===== src/exif_oe_pkg.sv =====
package exif_oe_pkg;

	// Width of the TIFF-relative position counter
	localparam int POS_BITS = 16;
	// Skip targets carry one extra bit so that a target past the counter range never matches
	localparam int TGT_BITS = POS_BITS + 1;

	localparam logic [POS_BITS-1:0] POS_MAX      = {POS_BITS{1'b1}};
	localparam logic [32:0]         POS_MAX_WIDE = (33'd1 << POS_BITS) - 33'd1;

	localparam logic [31:0] TIFF_MAGIC      = 32'd42;
	localparam logic [31:0] ORDER_BIG       = 32'h0000_4D4D;
	localparam logic [31:0] ORDER_LITTLE    = 32'h0000_4949;
	localparam logic [31:0] IFD_MIN_OFFSET  = 32'd8;
	localparam logic [31:0] TAG_ORIENTATION = 32'h0000_0112;
	localparam logic [31:0] TYPE_SHORT      = 32'd3;
	localparam logic [31:0] ORIENT_MAX      = 32'd8;
	localparam int          SIG_LEN         = 6;
	localparam int          ENTRY_REST      = 10;

	typedef enum logic [3:0] {
		PH_SIG    = 4'd0,
		PH_ORDER  = 4'd1,
		PH_MAGIC  = 4'd2,
		PH_IFDOFF = 4'd3,
		PH_SKIP   = 4'd4,
		PH_COUNT  = 4'd5,
		PH_TAG    = 4'd6,
		PH_ESKIP  = 4'd7,
		PH_TYPE   = 4'd8,
		PH_VCOUNT = 4'd9,
		PH_VALUE  = 4'd10
	} phase_t;

	typedef enum logic [1:0] {
		OUT_FOUND = 2'd0,
		OUT_NONE  = 2'd1,
		OUT_ERROR = 2'd2
	} outcome_t;

	// Result of one item as handed from the parser to the result register
	typedef struct packed {
		logic     emit;
		outcome_t outcome;
		logic [3:0] orientation;
	} res_t;

	// Expected signature byte at a given index ("Exif" followed by two zeros)
	function automatic logic [7:0] sig_byte(input logic [2:0] idx);
		logic [7:0] v;
		case (idx)
			3'd0: v = 8'h45;
			3'd1: v = 8'h78;
			3'd2: v = 8'h69;
			3'd3: v = 8'h66;
			default: v = 8'h00;
		endcase
		return v;
	endfunction

	// Byte length of the field read in a phase; zero for skip phases
	function automatic logic [2:0] field_len(input phase_t ph);
		logic [2:0] n;
		case (ph)
			PH_IFDOFF, PH_VCOUNT: n = 3'd4;
			PH_ORDER, PH_MAGIC, PH_COUNT, PH_TAG, PH_TYPE, PH_VALUE: n = 3'd2;
			default: n = 3'd0;
		endcase
		return n;
	endfunction

endpackage


===== src/exif_oe_byte_if.sv =====
interface exif_oe_byte_if;
	logic       valid;
	logic       ready;
	logic [7:0] payload_byte;
	logic       end_of_buffer;

	modport source (output valid, output payload_byte, output end_of_buffer, input ready);
	modport sink   (input valid, input payload_byte, input end_of_buffer, output ready);
endinterface


===== src/exif_oe_result_if.sv =====
interface exif_oe_result_if;
	logic       valid;
	logic       ready;
	logic [1:0] outcome;
	logic [3:0] orientation_value;

	modport source (output valid, output outcome, output orientation_value, input ready);
	modport sink   (input valid, input outcome, input orientation_value, output ready);
endinterface


===== src/exif_oe_parser.sv =====
module exif_oe_parser
	import exif_oe_pkg::*;
(
	input  logic       clk,
	input  logic       arst_n,
	input  logic       fire,
	input  logic [7:0] payload_byte,
	input  logic       end_of_buffer,
	output res_t       res
);

	phase_t                phase_q, phase_n;
	logic [POS_BITS-1:0]   pos_q, pos_n;
	logic                  big_q, big_n;
	logic [31:0]           acc_q, acc_n;
	logic [TGT_BITS-1:0]   tgt_q, tgt_n;
	logic [15:0]           ent_q, ent_n;
	logic                  given_q, given_n;

	logic                  decided;
	outcome_t              code;
	logic [3:0]            val;
	logic [2:0]            len;

	// Next state: one byte advances the phase machine
	always_comb begin
		phase_n = phase_q;
		pos_n   = pos_q;
		big_n   = big_q;
		acc_n   = acc_q;
		tgt_n   = tgt_q;
		ent_n   = ent_q;
		given_n = given_q;
		decided = 1'b0;
		code    = OUT_ERROR;
		val     = 4'd0;
		len     = field_len(phase_q);

		if (given_q) begin
			// result already out: drop bytes until the end of this payload
		end else if (phase_q == PH_SIG) begin
			if (pos_q[2:0] > 3'(SIG_LEN - 1) || payload_byte != sig_byte(pos_q[2:0])) begin
				decided = 1'b1;
			end else begin
				pos_n = pos_q + POS_BITS'(1);
				if (pos_n == POS_BITS'(SIG_LEN)) begin
					pos_n   = '0;
					phase_n = PH_ORDER;
					acc_n   = '0;
					tgt_n   = TGT_BITS'(2);
				end
			end
		end else if (pos_q == POS_MAX) begin
			decided = 1'b1;
		end else begin
			pos_n = pos_q + POS_BITS'(1);
			// assemble the multi-byte field in the current byte order
			if (len != 3'd0) begin
				if (phase_q == PH_ORDER || big_q) begin
					acc_n = {acc_q[23:0], payload_byte};
				end else if (len == 3'd4) begin
					acc_n = {payload_byte, acc_q[31:8]};
				end else begin
					acc_n = {16'd0, payload_byte, acc_q[15:8]};
				end
			end
			// field or skip complete: check it and pick the next phase
			if ({1'b0, pos_n} == TGT_BITS'(tgt_q)) begin
				case (phase_q)
					PH_ORDER: begin
						if (acc_n == ORDER_BIG || acc_n == ORDER_LITTLE) begin
							big_n   = (acc_n == ORDER_BIG);
							phase_n = PH_MAGIC;
							acc_n   = '0;
							tgt_n   = {1'b0, pos_n} + TGT_BITS'(2);
						end else begin
							decided = 1'b1;
						end
					end
					PH_MAGIC: begin
						if (acc_n != TIFF_MAGIC) begin
							decided = 1'b1;
						end else begin
							phase_n = PH_IFDOFF;
							acc_n   = '0;
							tgt_n   = {1'b0, pos_n} + TGT_BITS'(4);
						end
					end
					PH_IFDOFF: begin
						if (acc_n < IFD_MIN_OFFSET || {1'b0, acc_n} > POS_MAX_WIDE) begin
							decided = 1'b1;
						end else if (acc_n == IFD_MIN_OFFSET) begin
							phase_n = PH_COUNT;
							acc_n   = '0;
							tgt_n   = {1'b0, pos_n} + TGT_BITS'(2);
						end else begin
							phase_n = PH_SKIP;
							tgt_n   = TGT_BITS'(acc_n);
						end
					end
					PH_SKIP: begin
						phase_n = PH_COUNT;
						acc_n   = '0;
						tgt_n   = {1'b0, pos_n} + TGT_BITS'(2);
					end
					PH_COUNT: begin
						ent_n = acc_n[15:0];
						if (ent_n == 16'd0) begin
							decided = 1'b1;
							code    = OUT_NONE;
						end else begin
							phase_n = PH_TAG;
							acc_n   = '0;
							tgt_n   = {1'b0, pos_n} + TGT_BITS'(2);
						end
					end
					PH_TAG: begin
						if (acc_n > TAG_ORIENTATION) begin
							decided = 1'b1;
							code    = OUT_NONE;
						end else if (acc_n < TAG_ORIENTATION) begin
							phase_n = PH_ESKIP;
							tgt_n   = {1'b0, pos_n} + TGT_BITS'(ENTRY_REST);
						end else begin
							phase_n = PH_TYPE;
							acc_n   = '0;
							tgt_n   = {1'b0, pos_n} + TGT_BITS'(2);
						end
					end
					PH_ESKIP: begin
						ent_n = ent_q - 16'd1;
						if (ent_n == 16'd0) begin
							decided = 1'b1;
							code    = OUT_NONE;
						end else begin
							phase_n = PH_TAG;
							acc_n   = '0;
							tgt_n   = {1'b0, pos_n} + TGT_BITS'(2);
						end
					end
					PH_TYPE: begin
						if (acc_n != TYPE_SHORT) begin
							decided = 1'b1;
						end else begin
							phase_n = PH_VCOUNT;
							acc_n   = '0;
							tgt_n   = {1'b0, pos_n} + TGT_BITS'(4);
						end
					end
					PH_VCOUNT: begin
						if (acc_n != 32'd1) begin
							decided = 1'b1;
						end else begin
							phase_n = PH_VALUE;
							acc_n   = '0;
							tgt_n   = {1'b0, pos_n} + TGT_BITS'(2);
						end
					end
					PH_VALUE: begin
						decided = 1'b1;
						if (acc_n != 32'd0 && acc_n <= ORIENT_MAX) begin
							code = OUT_FOUND;
							val  = acc_n[3:0];
						end
					end
					default: begin
						decided = 1'b1;
					end
				endcase
			end
		end

		if (decided) begin
			given_n = 1'b1;
		end
		// end of payload: restart at the signature
		if (end_of_buffer) begin
			phase_n = PH_SIG;
			pos_n   = '0;
			big_n   = 1'b0;
			acc_n   = '0;
			tgt_n   = '0;
			ent_n   = '0;
			given_n = 1'b0;
		end
	end

	// Outputs: a decision, or an early end of payload, yields one result
	always_comb begin
		res.emit        = !given_q && (decided || end_of_buffer);
		res.outcome     = decided ? code : OUT_ERROR;
		res.orientation = (decided && code == OUT_FOUND) ? val : 4'd0;
	end

	// Hold parser state between bytes
	always_ff @(posedge clk or negedge arst_n) begin
		if (!arst_n) begin
			phase_q <= PH_SIG;
			pos_q   <= '0;
			big_q   <= 1'b0;
			acc_q   <= '0;
			tgt_q   <= '0;
			ent_q   <= '0;
			given_q <= 1'b0;
		end else if (fire) begin
			phase_q <= phase_n;
			pos_q   <= pos_n;
			big_q   <= big_n;
			acc_q   <= acc_n;
			tgt_q   <= tgt_n;
			ent_q   <= ent_n;
			given_q <= given_n;
		end
	end

endmodule


===== src/exif_oe_orientation_extractor.sv =====
// Channel   Dir  Payload                               Role
// bytes     in   payload_byte[7:0], end_of_buffer      EXIF payload, one byte per item
// result    out  outcome[1:0], orientation_value[3:0]  one item per payload decision
//
// One byte per cycle while result is not stalled; a byte's result passes through
// the input register, then the phase machine into the result register.
// arst_n clears the input and result valid flags and returns the parser to the signature phase.
// A stall on result holds the waiting byte in the input register; bytes keep flowing
// while the result register is empty or is being taken.
module exif_orientation_extractor
	import exif_oe_pkg::*;
(
	input  logic                    clk,
	input  logic                    arst_n,
	exif_oe_byte_if.sink            bytes,
	exif_oe_result_if.source        result
);

	logic       valid_s1;
	logic [7:0] byte_s1;
	logic       eob_s1;
	logic       advance;
	res_t       res;

	logic       out_valid_q;
	outcome_t   outcome_q;
	logic [3:0] orient_q;

	// The buffered byte moves on when the result register can take its result
	assign advance     = valid_s1 && (!out_valid_q || result.ready);
	assign bytes.ready = !valid_s1 || advance;

	// Input register
	always_ff @(posedge clk or negedge arst_n) begin
		if (!arst_n) begin
			valid_s1 <= 1'b0;
		end else if (bytes.ready) begin
			valid_s1 <= bytes.valid;
		end
	end

	always_ff @(posedge clk) begin
		if (bytes.valid && bytes.ready) begin
			byte_s1 <= bytes.payload_byte;
			eob_s1  <= bytes.end_of_buffer;
		end
	end

	exif_oe_parser u_parser (
		.clk           (clk),
		.arst_n        (arst_n),
		.fire          (advance),
		.payload_byte  (byte_s1),
		.end_of_buffer (eob_s1),
		.res           (res)
	);

	// Result register: load on a byte that emits a result, drop once taken
	always_ff @(posedge clk or negedge arst_n) begin
		if (!arst_n) begin
			out_valid_q <= 1'b0;
		end else if (advance && res.emit) begin
			out_valid_q <= 1'b1;
		end else if (result.ready) begin
			out_valid_q <= 1'b0;
		end
	end

	always_ff @(posedge clk) begin
		if (advance && res.emit) begin
			outcome_q <= res.outcome;
			orient_q  <= res.orientation;
		end
	end

	assign result.valid             = out_valid_q;
	assign result.outcome           = outcome_q;
	assign result.orientation_value = orient_q;

	// A stalled result keeps the buffered byte in place
	assert property (@(posedge clk) disable iff (!arst_n)
		valid_s1 && out_valid_q && !result.ready |=> valid_s1 && $stable(byte_s1))
		else $error("buffered byte lost while result stalled");

	// An empty input register always takes a byte
	assert property (@(posedge clk) disable iff (!arst_n)
		!valid_s1 |-> bytes.ready)
		else $error("input stalled with empty input register");

	// Orientation is non-zero exactly when it was found, and then within range
	assert property (@(posedge clk) disable iff (!arst_n)
		result.valid |-> ((result.outcome == OUT_FOUND) == (result.orientation_value != 4'd0))
			&& result.orientation_value <= 4'd8)
		else $error("orientation value inconsistent with outcome");

	// A result never appears without a byte having been processed
	assert property (@(posedge clk) disable iff (!arst_n)
		$rose(out_valid_q) |-> $past(advance))
		else $error("result appeared without a processed byte");

endmodule

===== src/flat_wrapper.sv =====
// flat-port wrapper written by rule: the top's interface ports become plain ports
module exif_orientation_extractor_flat import exif_oe_pkg::*;
  (clk, arst_n, bytes_valid, bytes_payload_byte, bytes_end_of_buffer, bytes_ready, result_valid, result_outcome, result_orientation_value, result_ready);
  exif_oe_byte_if bytes_i ();
  exif_oe_result_if result_i ();
  input  logic clk;
  input  logic arst_n;
  input wire logic [$bits(bytes_i.valid)-1:0] bytes_valid;
  input wire logic [$bits(bytes_i.payload_byte)-1:0] bytes_payload_byte;
  input wire logic [$bits(bytes_i.end_of_buffer)-1:0] bytes_end_of_buffer;
  output wire logic [$bits(bytes_i.ready)-1:0] bytes_ready;
  output wire logic [$bits(result_i.valid)-1:0] result_valid;
  output wire logic [$bits(result_i.outcome)-1:0] result_outcome;
  output wire logic [$bits(result_i.orientation_value)-1:0] result_orientation_value;
  input wire logic [$bits(result_i.ready)-1:0] result_ready;
  assign bytes_i.valid = bytes_valid;
  assign bytes_i.payload_byte = bytes_payload_byte;
  assign bytes_i.end_of_buffer = bytes_end_of_buffer;
  assign bytes_ready = bytes_i.ready;
  assign result_valid = result_i.valid;
  assign result_outcome = result_i.outcome;
  assign result_orientation_value = result_i.orientation_value;
  assign result_i.ready = result_ready;
  exif_orientation_extractor u_core (.clk(clk), .arst_n(arst_n), .bytes(bytes_i), .result(result_i));
endmodule

===== config.mk =====
export PLATFORM = sky130hd
export DESIGN_NAME = exif_orientation_extractor_flat
export DESIGN_NICKNAME = d
export VERILOG_FILES = /design/src/exif_oe_pkg.sv /design/src/exif_oe_byte_if.sv /design/src/exif_oe_result_if.sv /design/src/exif_oe_parser.sv /design/src/exif_oe_orientation_extractor.sv /design/src/flat_wrapper.sv
export SDC_FILE = /design/constraint.sdc
export NUM_CORES = 1
export LEC_CHECK = 0
export ABC_AREA = 1
export BUFFER_PORTS_ARGS = -buffer_cell sky130_fd_sc_hd__buf_2
export CAP_MARGIN = 15
export CORE_MARGIN = 5
export CORE_UTILIZATION = 45
export CTS_BUF_LIST = sky130_fd_sc_hd__clkbuf_8
export DETAILED_ROUTE_END_ITERATION = 7
export GPL_TIMING_DRIVEN = 0
export SETUP_SLACK_MARGIN = 0.05
export SYNTH_ARGS = -nofsm -noshare
export SYNTH_HDL_FRONTEND = slang
export SYNTH_HIERARCHICAL = 1
export SYNTH_SLANG_ARGS = --single-unit

===== constraint.sdc =====
create_clock -name clk -period 6.1 [get_ports clk]
set_clock_uncertainty 0.1 [all_clocks]
set_input_delay 0.305 -clock clk [delete_from_list [all_inputs] [get_ports clk]]
set_output_delay 0.305 -clock clk [all_outputs]
set_load 0.02 [all_outputs]

# Word-level counts from Yosys, hierarchy flattened
# Memory sizes are Yosys's and may differ from the RTL's.
# Index checks and enable logic that the tools add are counted.
op_classes:
  n_mux: 109
  n_eq_ne: 38
  magnitude_cmp: 6
  reduce_logical: 38
  n_addsub: 5
  bitwise: 4
ops:
  columns: ["cell", "count"]
  rows:
  - ["$mux 32", 23]
  - ["$mux 17", 17]
  - ["$pmux 32 s9", 1]
  - ["$mux 16", 11]
  - ["$pmux 17 s9", 1]
  - ["$eq 32x15->1 const B", 2]
  - ["$mux 4", 16]
  - ["$pmux 4 s9", 1]
  - ["$eq 32x4->1 const B", 1]
  - ["$gt 32x16->1 const B", 1]
  - ["$gt 32x9->1 const B", 1]
  - ["$le 32x4->1 const B", 1]
  - ["$logic_not 16->1", 2]
  - ["$lt 32x4->1 const B", 1]
  - ["$lt 32x9->1 const B", 1]
  - ["$ne 32x1->1 const B", 1]
  - ["$ne 32x2->1 const B", 1]
  - ["$ne 32x6->1 const B", 1]
  - ["$pmux 16 s2", 1]
  - ["$reduce_bool 32->1", 1]
  - ["$ne 4x3->1 const B", 7]
  - ["$pmux 7 s4", 1]
  - ["$mux 1", 25]
  - ["$add 16x2->17 const B", 1]
  - ["41 further kinds", 81]
totals:
  romBits: 32
  elab_cells: 214
  memories: 1
  regBits: 104
  in_bits: 13
mem_list:
  columns: ["name", "depth", "word_bits", "read_ports", "rd_clocked_by_memory_dff", "write_ports", "line_no", "text"]
  rows:
  - ["(name not given)", 16, 2, 1, 0, 0, "exif_oe_pkg.sv:64", "case (ph)"]

# Logic depth before layout (Yosys ltp)
# An unclocked memory read counts as a cell.
logic_depth:
  depth_word: 20
  mapped_depth: 28
  ltp_nobuf: 27

# Hierarchy
# The synthesis kept the hierarchy.
by_module_without_submodules:
  columns: ["mod", "n_inst", "area_each_um2", "seq_area_each_um2", "cells_each"]
  rows:
  - ["exif_oe_parser", 1, 9016.1, 2177.1, 1558]
  - ["exif_orientation_extractor", 1, 556.8, 500.5, 30]

# Least setup slack after synthesis
# OpenSTA, ideal clock, no wires.
synth_timing:
  path_type: "flip-flop to flip-flop"
  from: "register u_core.u_parser.phase_q[0]"
  to: "register u_core.orient_q[0], in the netlist u_core/result.orientation_value[0] (enable)"
  arrival_ns: 3.099
  setup_ns: 0.350
  path_stages_with_launch: 25
  setup_slack_ns: 2.551
  period_less_slack_ns: 3.549
  required_ns: 5.650
  path_cell_list: "dfrtp_1 -> inv_1 -> ha_1 -> or2_1 -> nand2_2 -> nand2_4 -> buf_6 -> buf_6 -> o21ai_0 -> nand2_1 -> nor2_1 -> nand3_1 -> nor2_1 -> nand3_1 -> nand2_1 -> inv_1 -> nand2_1 -> nor2_1 -> nand2_1 -> nand2_1 -> nand2_1 -> nand2_1 -> o21ai_0 -> inv_1 -> nor2_1"
synth_rtl:
  columns: ["item", "line_no", "text"]
  rows:
  - ["start: declaration", "exif_oe_parser.sv:12", "phase_t phase_q, phase_n;"]
  - ["start signal: assignment", "exif_oe_parser.sv:206", "phase_q <= phase_n;"]
  - ["end signal: assignment", "exif_oe_orientation_extractor.sv:72", "orient_q <= res.orientation;"]
  - ["end: declaration", "exif_oe_orientation_extractor.sv:27", "logic [3:0] orient_q;"]

# Worst setup path after layout
layout_timing:
  from: "register u_core.u_parser.pos_q[0]"
  to: "register u_core.u_parser.tgt_q[0]"
layout_between:
  elab_chain_cells: 10
layout_rtl:
  columns: ["item", "line_no", "text"]
  rows:
  - ["start: declaration", "exif_oe_parser.sv:13", "logic [POS_BITS-1:0] pos_q, pos_n;"]
  - ["start signal: assignment", "exif_oe_parser.sv:207", "pos_q <= pos_n;"]
  - ["$add 16x1->16", "exif_oe_parser.sv:45, exif_oe_parser.sv:56", null]
  - ["$add 16x2->17 or $add 16x4->17 (tied branches)", null, null]
  - ["$mux 17 (on tied branches)", "exif_oe_parser.sv:121, exif_oe_parser.sv:92", null]
  - ["$mux 17 (on tied branches)", "exif_oe_parser.sv:118, exif_oe_parser.sv:90", null]
  - ["$pmux 17 s9", "exif_oe_parser.sv:69", "case (phase_q)"]
  - ["$mux 17", "exif_oe_parser.sv:68", "if ({1'b0, pos_n} == TGT_BITS'(tgt_q)) begin"]
  - ["$mux 17", "exif_oe_parser.sv:53", "end else if (pos_q == POS_MAX) begin"]
  - ["$mux 17", "exif_oe_parser.sv:41", "end else if (phase_q == PH_SIG) begin"]
  - ["$mux 17", "exif_oe_parser.sv:39", "if (given_q) begin"]
  - ["$mux 17", "exif_oe_parser.sv:177", "if (end_of_buffer) begin"]
  - ["end signal: assignment", "exif_oe_parser.sv:210", "tgt_q <= tgt_n;"]
  - ["end: declaration", "exif_oe_parser.sv:16", "logic [TGT_BITS-1:0] tgt_q, tgt_n;"]
# Several ways; a longest one is shown, not always the timed one. The select of a mux whose other input is x is not followed.
# A chain may end at the register's enable or synchronous reset.

==> key figures <==
Run status
  • Status: complete, no violations

Clocking
  • CTS H-tree lvls: 3
  • CTS max path bufs: 2
  • Total CTS buffers: 9
  • CTS tree: done
  • Clock Latency Late Sink: 0.41 ns
  • Post-CTS Resized: 0
  • Clock sink count: 104
  • Worst-path clk slew: 0.12 ns
  • Clk root buf: clkbuf_8

Critical path
  • Crit path kind: reg -> reg
  • Maximum fanout along the worst path: 10
  • Cells on worst reg2reg path: 15
  • Setup slack, reg-to-reg: 1.25 ns
  • RR Startpoint: u_core/u_parser/pos_q[0]$_DFFE_PN0P_
  • Arr. time, crit path: 5.10 ns
  • Crit path launch type: register
  • FF-to-FF End: u_core/u_parser/tgt_q[0]$_DFFE_PN0P_
  • CP Capture Type: register
  • Setup crit end: u_core/u_parser/tgt_q[0]$_DFFE_PN0P_
  • CP Data Required Time: 6.35 ns
  • Crit path launch: u_core/u_parser/pos_q[0]$_DFFE_PN0P_

Worst hold path
  • HP Class: in -> reg

Cells and area
  • Area occupied by multi-input gates: 0.00593 mm^2
  • Most common cell after layout, fill and taps aside: nand2_1
  • Design Area, Final: 0.0104 mm^2
  • Diodes inserted: 0
  • Area growth syn-to-layout: 8.29%
  • Fin nets: 1659
  • Final Util: 0.495
  • Number of fill cells: 2318
  • Register area: 0.00268 mm^2
  • Share of post-route cells with drive strength above 1: 0.0825
  • Most frequent cells in the layout: nand2_1 (526), nor2_1 (222), inv_1 (165)

Timing
  • Rel. slew slack: 0.250
  • RSZ-0062 raised after global routing: false
  • Finish-stage setup viols: 0
  • Fmax: 206 MHz
  • Final worst-path cycle share: 0.796
  • Final Hold Fails: 0
  • Measured slew at the worst slew-check pin: 1.12 ns
  • Final slew viol count: 0
  • Minimum clock period: 4.85 ns
  • Setup TNS: 0 ns

Floorplan
  • Die Footprint: 0.0243 mm^2
  • Die Wd: 156 um
  • Die H: 156 um
  • Rows: 53
  • IO Count: 21
  • Core area: 0.0210 mm^2
  • Initial Utilization: 0.457

Placement
  • IO Port Bufs: 20
  • Placed cell areas: 0.0100 mm^2
  • DP Wirelength: 28100 um
  • Routability cong.: 1.02

Synth
  • Post-synthesis cell type count: 51
  • Post-synth EDFFs: 15
  • Synth Flop Type: dfrtp_1
  • Yosys warnings: 6
  • Register area share after synthesis: 0.280
  • #FFs+latches synth: 104
  • Syn Area/Cell: 6.03 um^2
  • Syn Inst Count: 1588
  • Mapped Area: 0.00957 mm^2
  • Syn nets: 1616
  • Synth async-reset ratio: 0.856

Route
  • Initial DRC count: 1207
  • DR vias: 10600
  • ANT nets after route: 0
  • Via density: 5.56
  • Drt wl/cell: 18.9 um
  • 1st-pass router iterations: 6
  • DRC viols: 0
  • Final wirelength: 36000 um

Power and ir drop
  • P_leak: 5.30 nW
  • Pwr dens: 384 mW/mm^2
  • Total power: 3.99 mW
  • Maximum VDD drop: 201 uV

Global routing
  • Vias in the first global route: 10000
  • Gr ovfl total: 0
  • Largest net degree at the start of global routing: 53
  • Global-route wire length before repair: 56500 um
  • Initial antenna violation count: 0
  • GRT Util Overall: 0.298

Job
  • Max-cap viol count: 0
[timing repair]
item,4_1_cts,5_1_grt
hold buffers,11,0
endpoints found under the hold margin,47,0
buffers inserted,0,0
[cell type report]
class / count / share of cell area
plain buffers: 46 / 0.0264
clock buffers: 9 / 0.0119
clock inverters: 7 / 0.00821
inverters: 184 / 0.0666
multi-input cells: 1254 / 0.572
flip-flops and latches: 104 / 0.258
well taps: 275 / 0.0332
repair buffers: 32 / 0.0232
[power breakdown]
group | internal [mW] | switching (mW)
clock network | 0.198 | 0.290
logic | 0.738 | 1.79
registers | 0.834 | 0.139
total | 1.77 | 2.22
[worst max-delay path, stage by stage (launching register included)]
cell and delay, ns:
dfrtp_1 0.51, ha_1 0.28, ha_1 0.23, inv_1 0.09
nand2_1 0.06, xor2_1 0.14, a2111oi_0 0.41, nand4_1 0.37
nand2_1 0.17, nand3_1 0.28, inv_2 0.30, nand2_1 0.33
nor2_1 0.80, buf_2 0.42, nand3_1 0.18, nand2_1 0.10
[cells by family after synthesis]
kind of cell	count (synthesis)	synth area share
compound gates	168	0.0996
buf+inv	230	0.101
simple gates	1038	0.470
xor+xnor	33	0.0302
flops	104	0.280
fa+ha+maj	15	0.0196
[layer usage]
layer	track usage	up-vias	part of all wire
met2	0.475	488	0.45
met3	0.0469	92	0.074
met5	0	-	0
met1	0.399	4863	0.43
li1	-	5184	-
met4	0.134	0	0.046
[synth_stat cells, types with 2 or more instances]
library cell  instances  area share
a21oi_1              43       0.022
nor2_4                4      0.0047
buf_6                10       0.012
a31oi_1               5      0.0033
nand2_4               5      0.0059
xor2_1               29       0.027
nor4_1                6      0.0039
and2_1                3      0.0020
buf_4                 2      0.0016
o22ai_1              17       0.011
o21bai_1              2      0.0016
nor3_1               32       0.017
nor2_1              222       0.087
clkbuf_1             18      0.0071
o21ai_0              60       0.031
nand3_1             161       0.084
or2_2                 6      0.0039
nand4_1              33       0.022
a211oi_1              4      0.0031
xnor2_1               4      0.0037
o211ai_1             11      0.0086
buf_2                15      0.0078
clkinv_1              2     0.00078
edfxtp_1             15       0.047
nand2_1             526        0.21
ha_1                 15       0.020
inv_2                17      0.0067
dfrtp_1              89        0.23
nor2_2                8      0.0052
o21ai_2               5      0.0046
o21ai_1              14      0.0073
nor2_8                2      0.0042
inv_1               165       0.065
nand3b_1              4      0.0031
nand3_2               3      0.0031
a21oi_2               2      0.0018
nand2_2              15      0.0098
[flip-flops by register name (all words and copies together) (netlist names), 2 cells and up]
name	flops
u_core/u_parser/phase_q	4
u_core/u_parser/tgt_q	17
u_core/result.outcome	2
u_core/byte_s1	8
u_core/u_parser/ent_q	16
u_core/u_parser/pos_q	16
u_core/u_parser/acc_q	32
u_core/result.orientation_value	4
[how the worst min path moves through the flow]
| stage | from | to | slack (ns) | depth (start not counted) |
|---|---|---|---|---|
| floorplan | arst_n | u_core/result.valid$_DFFE_PN0P_ | -0.09 | 0 |
| global placement | u_core/u_parser/acc_q[19]$_DFFE_PN0P_ | u_core/u_parser/acc_q[19]$_DFFE_PN0P_ | 0.37 | 2 |
| detailed placement | arst_n | u_core/u_parser/acc_q[16]$_DFFE_PN0P_ | 0.22 | 1 |
| CTS | result_ready | u_core/valid_s1$_DFFE_PN0P_ | 0.05 | 4 |
| global route | result_ready | u_core/valid_s1$_DFFE_PN0P_ | 0.07 | 4 |
| finish | result_ready | u_core/valid_s1$_DFFE_PN0P_ | 0.06 | 4 |
[metrics by stage]
stage | std cells | hold WS (ns) | setup slack [ns]
floorplan | 1588 | -0.0906 | 2.55
global placement | 1883 | 0.366 | 1.35
global route | 1911 | 0.0686 | 0.961
CTS | 1911 | 0.0477 | 1.32
finish | 1911 | 0.0647 | 1.25
detailed placement | 1884 | 0.223 | 1.36
No activity file was read; power rests on OpenSTA's default activity.
